===== src/dtbl_pkg.sv =====
package dtbl_pkg;

	localparam int unsigned SlotCount = 256;
	localparam int unsigned SlotIdxW = (SlotCount > 1) ? $clog2(SlotCount) : 1;
	localparam int unsigned SlotW = 32 + 16 + 48;
	localparam logic [31:0] HashMult = 32'd2654435761;

	localparam logic [1:0] RegGlobalBurst = 2'd0;
	localparam logic [1:0] RegGlobalPeriod = 2'd1;
	localparam logic [1:0] RegSlotBurst = 2'd2;
	localparam logic [1:0] RegSlotPeriod = 2'd3;

	typedef struct packed {
		logic clr_start;
		logic clr_step;
		logic load;
		logic hash;
		logic fetch;
		logic div_start;
		logic div_sel;
		logic div_step;
		logic div_take;
		logic decide;
		logic commit;
		logic restart;
		logic emit;
	} dtbl_cmd_t;

	typedef struct packed {
		logic clr_last;
		logic div_done;
		logic is_restart;
	} dtbl_sts_t;

endpackage


===== src/dtbl_ctrl.sv =====
module dtbl_ctrl (
	input  logic               clk,
	input  logic               arst_n,
	input  logic               in_valid,
	output logic               in_stall,
	output logic               out_valid,
	input  logic               out_stall,
	output dtbl_pkg::dtbl_cmd_t cmd,
	input  dtbl_pkg::dtbl_sts_t sts
);
	import dtbl_pkg::*;

	typedef enum logic [3:0] {
		ST_CLEAR, ST_IDLE, ST_HASH, ST_FETCH, ST_GDIV, ST_SDIV_START, ST_SDIV,
		ST_DECIDE, ST_COMMIT, ST_RESTART, ST_OUT
	} state_t;

	state_t state_q;
	logic   out_valid_q;
	logic   accept;

	assign in_stall  = (state_q != ST_IDLE);
	assign accept    = in_valid && !in_stall;
	assign out_valid = out_valid_q;

	always_comb begin
		cmd = '0;
		cmd.load = accept;
		case (state_q)
			ST_CLEAR: cmd.clr_step = 1'b1;
			ST_HASH: cmd.hash = 1'b1;
			ST_FETCH: begin
				cmd.fetch = 1'b1;
				cmd.div_start = 1'b1;
			end
			ST_GDIV: begin
				cmd.div_step = !sts.div_done;
				cmd.div_take = sts.div_done;
			end
			ST_SDIV_START: begin
				cmd.div_start = 1'b1;
				cmd.div_sel = 1'b1;
			end
			ST_SDIV: begin
				cmd.div_sel = 1'b1;
				cmd.div_step = !sts.div_done;
				cmd.div_take = sts.div_done;
			end
			ST_DECIDE: cmd.decide = 1'b1;
			ST_COMMIT: cmd.commit = 1'b1;
			ST_RESTART: begin
				cmd.restart = 1'b1;
				cmd.clr_start = 1'b1;
			end
			ST_OUT: cmd.emit = !out_valid_q || !out_stall;
			default: ;
		endcase
	end

	always_ff @(posedge clk or negedge arst_n) begin
		if (!arst_n) begin
			state_q     <= ST_CLEAR;
			out_valid_q <= 1'b0;
		end else begin
			if (out_valid_q && !out_stall) begin
				out_valid_q <= 1'b0;
			end
			case (state_q)
				ST_CLEAR: if (sts.clr_last) begin
					state_q <= ST_IDLE;
				end
				ST_IDLE: if (accept) begin
					state_q <= ST_HASH;
				end
				ST_HASH: state_q <= sts.is_restart ? ST_RESTART : ST_FETCH;
				ST_FETCH: state_q <= ST_GDIV;
				ST_GDIV: if (sts.div_done) begin
					state_q <= ST_SDIV_START;
				end
				ST_SDIV_START: state_q <= ST_SDIV;
				ST_SDIV: if (sts.div_done) begin
					state_q <= ST_DECIDE;
				end
				ST_DECIDE: state_q <= ST_COMMIT;
				ST_COMMIT: state_q <= ST_OUT;
				ST_RESTART: state_q <= ST_OUT;
				ST_OUT: if (!out_valid_q || !out_stall) begin
					out_valid_q <= 1'b1;
					state_q     <= sts.is_restart ? ST_CLEAR : ST_IDLE;
				end
				default: state_q <= ST_IDLE;
			endcase
		end
	end

`ifndef NO_ASSERTIONS
	a_no_accept_busy: assert property (@(posedge clk) disable iff (!arst_n)
		(state_q != ST_IDLE) |-> in_stall)
		else $error("accept outside idle");
	a_out_after_work: assert property (@(posedge clk) disable iff (!arst_n)
		$rose(out_valid_q) |-> ($past(state_q) == ST_OUT))
		else $error("result raised outside output state");
	a_div_exclusive: assert property (@(posedge clk) disable iff (!arst_n)
		!(cmd.div_step && cmd.div_take))
		else $error("divider step and take together");
`endif
endmodule


===== config.mk =====
export PLATFORM = sky130hd
export DESIGN_NAME = dtbl_ctrl
export DESIGN_NICKNAME = d
export VERILOG_FILES = /design/src/dtbl_pkg.sv /design/src/dtbl_ctrl.sv
export SDC_FILE = /design/constraint.sdc
export NUM_CORES = 1
export LEC_CHECK = 0
export BUFFER_PORTS_ARGS = -buffer_cell sky130_fd_sc_hd__buf_4
export CORE_AREA = 2 2 39 41
export CTS_CLUSTER_DIAMETER = 100
export DETAILED_ROUTE_END_ITERATION = 10
export DIE_AREA = 0 0 41 43
export PLACE_DENSITY = 0.64
export SYNTH_ARGS = -nofsm -noshare
export SYNTH_HDL_FRONTEND = slang
export SYNTH_SLANG_ARGS = --single-unit

===== constraint.sdc =====
create_clock -name clk -period 2.2 [get_ports clk]
set_input_delay 0.44 -clock clk [delete_from_list [all_inputs] [get_ports clk]]
set_output_delay 0.44 -clock clk [all_outputs]
set_load 0.005 [all_outputs]

# After elaboration in Yosys (flattened, before gate mapping)
# Index checks and enable logic that the tools add are counted.
totals:
  reg_bits: 5
  inputBits: 7
  output_inout_bits: 15
  elab_cells: 52
classes:
  n_eq_ne: 16
  mux: 21
  n_reduce_logical: 13
ops:
  columns: ["op", "count"]
  rows:
  - ["4-bit one-hot mux with 10 select lines", 1]
  - ["4-bit 2-to-1 mux", 6]
  - ["4-bit by 3-bit equality test with 1-bit output, second input constant", 4]
  - ["1-bit 2-to-1 mux", 13]
  - ["4-bit equality test, second input constant", 3]
  - ["2-bit inequality test, second input constant", 5]
  - ["4-bit by 2-bit equality test with 1-bit output, second input constant", 2]
  - ["2-bit OR reduction", 4]
  - ["5-bit AND reduction", 1]
  - ["4-bit by 1-bit equality test with 1-bit output, second input constant", 1]
  - ["1-bit logical NOT", 4]
  - ["4-bit logical NOT", 1]
  - ["4-bit by 1-bit inequality test with 1-bit output, second input constant", 1]
  - ["1-bit logical AND", 2]
  - ["2-bit 2-to-1 mux", 1]
  - ["1-bit logical OR", 1]

# Longest topological paths before layout
logic_depth:
  ltp_word: 5
  mapped_depth: 5
  ltp_nobuf: 4

# Worst setup path after synthesis
# Ideal clock, no wire load.
synth_path:
  path_type: "reg-to-output"
  start: "register state_q[2]"
  end: "output cmd[12] (netlist bit)"
  t_arrival_ns: 1.046
  required_time_ns: 1.760
  slack_ns: 0.714
  stages_incl_launch_ff: 5
  n_path_buf: 2
  cell_sequence: "dfrtp_1 > buf_4 > nand2b_1 > nor2_1 > buf_4"
synth_lines:
  columns: ["item", "line_no", "rtl"]
  rows:
  - ["from (decl)", "dtbl_ctrl.sv:18", "state_t state_q;"]
  - ["from (signal assigned)", "dtbl_ctrl.sv:75", "ST_HASH: state_q <= sts.is_restart ? ST_RESTART : ST_FETCH;"]
  - ["from (signal assigned)", "dtbl_ctrl.sv:89", "state_q <= sts.is_restart ? ST_CLEAR : ST_IDLE;"]
  - ["to (decl)", "dtbl_ctrl.sv:8", "output dtbl_pkg::dtbl_cmd_t cmd,"]

==> results_tabular.tex <==
\begin{tabular}{lr}
\hline
Metric & Value \\
\hline
\multicolumn{2}{l}{\textbf{Status}} \\
Outcome & finished, final reports clean \\
\multicolumn{2}{l}{\textbf{Logic synthesis}} \\
Proportion of netlist area held by the largest area contributor & 27.0\% \\
Sequential fraction of the synthesis area & 27.0\% \\
Synth Register Bits & 5 \\
Yosys top cell by area & sky130\_fd\_sc\_hd\_\_dfrtp\_1 \\
Leading register cell type out of synthesis & sky130\_fd\_sc\_hd\_\_dfrtp\_1 \\
Yosys warnings & 0 \\
Post-synthesis cell area & 464 µm² \\
Dominant cells by area after synthesis & sky130\_fd\_sc\_hd\_\_dfrtp\_1 (27\%), sky130\_fd\_sc\_hd\_\_nand2b\_1 (6.7\%), sky130\_fd\_sc\_hd\_\_buf\_4 (6.5\%) \\
Number of flops mapped to enable cells by yosys & 0 \\
Cell variety after synth & 24 \\
Avg Cell Area, Syn & 8.44 µm² \\
Post-Syn Instances & 55 \\
Net count of the mapped netlist & 62 \\
FFs w/ async S/R, synth & 100\% \\
\multicolumn{2}{l}{\textbf{Clocking}} \\
Clock tree sinks & 5 \\
H-tree levels & 1 \\
Maximum root-to-sink buffer count & 2 \\
TritonCTS buffer count & 3 \\
Clock-pin transition on the worst setup and hold timing paths & 0.05 ns \\
CTS-repair resized insts & 0 \\
Buffer type at the clock tree root & sky130\_fd\_sc\_hd\_\_clkbuf\_4 \\
TritonCTS clock tree & yes \\
Clock insertion delay at the later pin of the skew report & 0.24 ns \\
\multicolumn{2}{l}{\textbf{GRT}} \\
Wire length of the first global-routing pass & 1840 µm \\
Gr ovfl total & 0 \\
Met2 demand-to-capacity share in global routing & 20.0\% \\
Fraction of met3 tracks used by global routing & 3.14\% \\
Gr busiest metal & met1 \\
Vias in the first global route & 407 \\
Global router's overall resource usage & 15.4\% \\
Initial antenna violation count & 0 \\
Maximum number of pins on one net before global-route repair & 18 \\
Global routing met1 resource utilization & 22.0\% \\
\multicolumn{2}{l}{\textbf{STA}} \\
Final-report max-slew violation count & 0 \\
Highest Clock Rate & 531 MHz \\
Unrepaired setup endpoints after global routing & no \\
Clock tree skew after final layout & 0.00426 ns \\
Post-route setup slack & 0.318 ns \\
Post-layout minimum cycle time & 1.88 ns \\
Max\_slew headroom & 65.9\% \\
Final count of hold timing violations & 0 \\
Setup violators final & 0 \\
Transition time of the tightest slew-check pin & 0.512 ns \\
Setup tns final & 0 ns \\
Final worst path period share & 85.6\% \\
\multicolumn{2}{l}{\textbf{Floorplan}} \\
Number of primary I/O pins & 22 \\
Die W & 41 µm \\
Core area & 1380 µm² \\
Die height & 43 µm \\
Placement row count & 14 \\
Die Area & 1760 µm² \\
Initial core utilization & 33.5\% \\
\multicolumn{2}{l}{\textbf{Setup path}} \\
Critical register-to-register path startpoint & state\_q[0] \\
Standard cell with the maximum stage delay on the critical path & sky130\_fd\_sc\_hd\_\_dfrtp\_1 \\
Biggest cell delay along the critical path & 0.66 ns \\
Arrival @ worst endpoint & 1.44 ns \\
Required arrival time at the worst endpoint & 1.76 ns \\
Register-to-Register Setup Slack & 0.54 ns \\
Crit path max-delay family & flip-flops \\
Capture instance of the worst register-to-register path & state\_q[0] \\
Worst path bufs/invs & 1 \\
Worst Setup End Kind & output pin \\
Largest driver fanout on the critical path & 17 \\
R2r worst-path depth & 4 \\
Start-to-end type of the worst setup path & flip-flop to output pin \\
CP startpoint & state\_q[0] \\
List of cells traversed by the critical path & nor2b\_1 > and3\_1 > buf\_4 \\
Startpoint class of the critical path & flip-flop \\
\multicolumn{2}{l}{\textbf{Worst hold path}} \\
Worst Hold Depth & 3 \\
Start point of the worst hold path & out\_stall \\
Worst min-delay path category & input pin to flip-flop \\
End point of the most critical hold path & out\_valid \\
\multicolumn{2}{l}{\textbf{Place}} \\
Placement-stage cell area & 602 µm² \\
Half-perimeter wire length after detailed placement & 794 µm \\
Placement Setup Slack & 0.557 ns \\
Number of buffer cells added on primary ports & 21 \\
Routability congestion estimate from global placement & 0.724 \\
DP Cell Count & 86 \\
\multicolumn{2}{l}{\textbf{Route}} \\
TritonRoute pass-1 iters & 3 \\
Number of nets with antenna violations after routing & 0 \\
Via count & 457 \\
Vias per cell & 5.02 \\
Initial drt markers & 3 \\
Total wirelength of the detailed-routed design & 1110 µm \\
Routed len/inst & 12.2 µm \\
Final routed DRC violation total & 0 \\
\multicolumn{2}{l}{\textbf{Power and ir drop}} \\
Leakage power figure & 0.307 nW \\
P per Cell Area & 1290 nW/µm² \\
VDD IR-drop max & 0.538 mV \\
\multicolumn{2}{l}{\textbf{Cells and area}} \\
Most common cell after layout, fill and taps aside & sky130\_fd\_sc\_hd\_\_buf\_4 \\
Nets & 83 \\
Share of post-route cells with drive strength above 1 & 38.7\% \\
Post-Layout Inst Area & 638 µm² \\
Count of non-filler cells in the finished layout & 91 \\
Commonest cells after routing, fill and taps aside & sky130\_fd\_sc\_hd\_\_buf\_4 (21), sky130\_fd\_sc\_hd\_\_nor2\_1 (6) \\
Antenna cell count & 0 \\
Area growth, synth to finish & 37.5\% \\
\multicolumn{2}{l}{\textbf{Flow run}} \\
Maximum Capacitance Violations & 0 \\
\hline
\end{tabular}
registers in the layout, indices dropped and copies added (netlist names):
signal,flops
state_q,4
out_valid,1
cells by family (layout without fill, tap and decap cells):
group	count (synthesis)	in the layout	share of synthesized area (%)
compound gates	8	8	9.97
xor+xnor	2	2	3.77
buf+inv	7	27	9.43
flops	5	5	27.0
mux	3	3	8.08
simple gates	30	30	41.8
worst min-delay path: cells and delay by family:
kind / cells / cell delay [ns]
and+or+nand+nor: 2 / 0.11
buffers and inverters: 1 / 0.08
worst max path at each step:
stage | endpoint | slack, ns | cells past startpoint
2_1_floorplan | cmd[12] | 0.71 | 4
3_3_place_gp | state_q[1] | 0.55 | 4
3_5_place_dp | state_q[1] | 0.56 | 4
4_1_cts | cmd[10] | 0.31 | 3
5_1_grt | cmd[10] | 0.18 | 3
6_report | cmd[10] | 0.32 | 3
cell type report:
class | count | area, µm²
Tap cell | 16 | 20.0
Fill cell | 153 | 746
Sequential cell | 5 | 125
Inverter | 1 | 3.75
Multi-Input combinational cell | 43 | 295
Timing Repair Buffer | 22 | 168
Clock buffer | 4 | 26.3
synthesized netlist by cell type, types with 2 or more instances:
| library cell | number |
|---|---|
| sky130_fd_sc_hd__nor2_1 | 6 |
| sky130_fd_sc_hd__nor3_1 | 3 |
| sky130_fd_sc_hd__nor3_2 | 2 |
| sky130_fd_sc_hd__a21oi_1 | 5 |
| sky130_fd_sc_hd__nand2b_1 | 5 |
| sky130_fd_sc_hd__nand2_1 | 5 |
| sky130_fd_sc_hd__buf_4 | 4 |
| sky130_fd_sc_hd__buf_2 | 2 |
| sky130_fd_sc_hd__and3_1 | 2 |
| sky130_fd_sc_hd__mux2_1 | 2 |
| sky130_fd_sc_hd__xor2_1 | 2 |
| sky130_fd_sc_hd__dfrtp_1 | 5 |
per-stage QoR:
stage	util [%]	total power [mW]	hold WS, ns
5_1_grt	46.1	0.901	0.442
2_1_floorplan	-	0.565	0.144
4_1_cts	46.1	0.832	0.429
6_report	46.1	0.822	0.434
3_3_place_gp	43.5	0.710	0.245
3_5_place_dp	43.5	0.715	0.250
repair_timing:
item	CTS	global route
buffers inserted	0	0
setup endpoints to repair	0	0
hold endpoints to repair	5	0
hold buffers	1	0
routing by layer:
layer  wire, µm  vias to the layer above
li1           -                      228
met1        512                      209
met2        511                       18
met3         71                        2
met4         17                        0
met5          0                        -
power by group:
group,switching [mW],total (mW),internal (mW)
clock network,0.0391,0.108,0.0687
logic,0.173,0.443,0.270
registers,0.143,0.271,0.128
No activity file was read; power rests on OpenSTA's default activity.
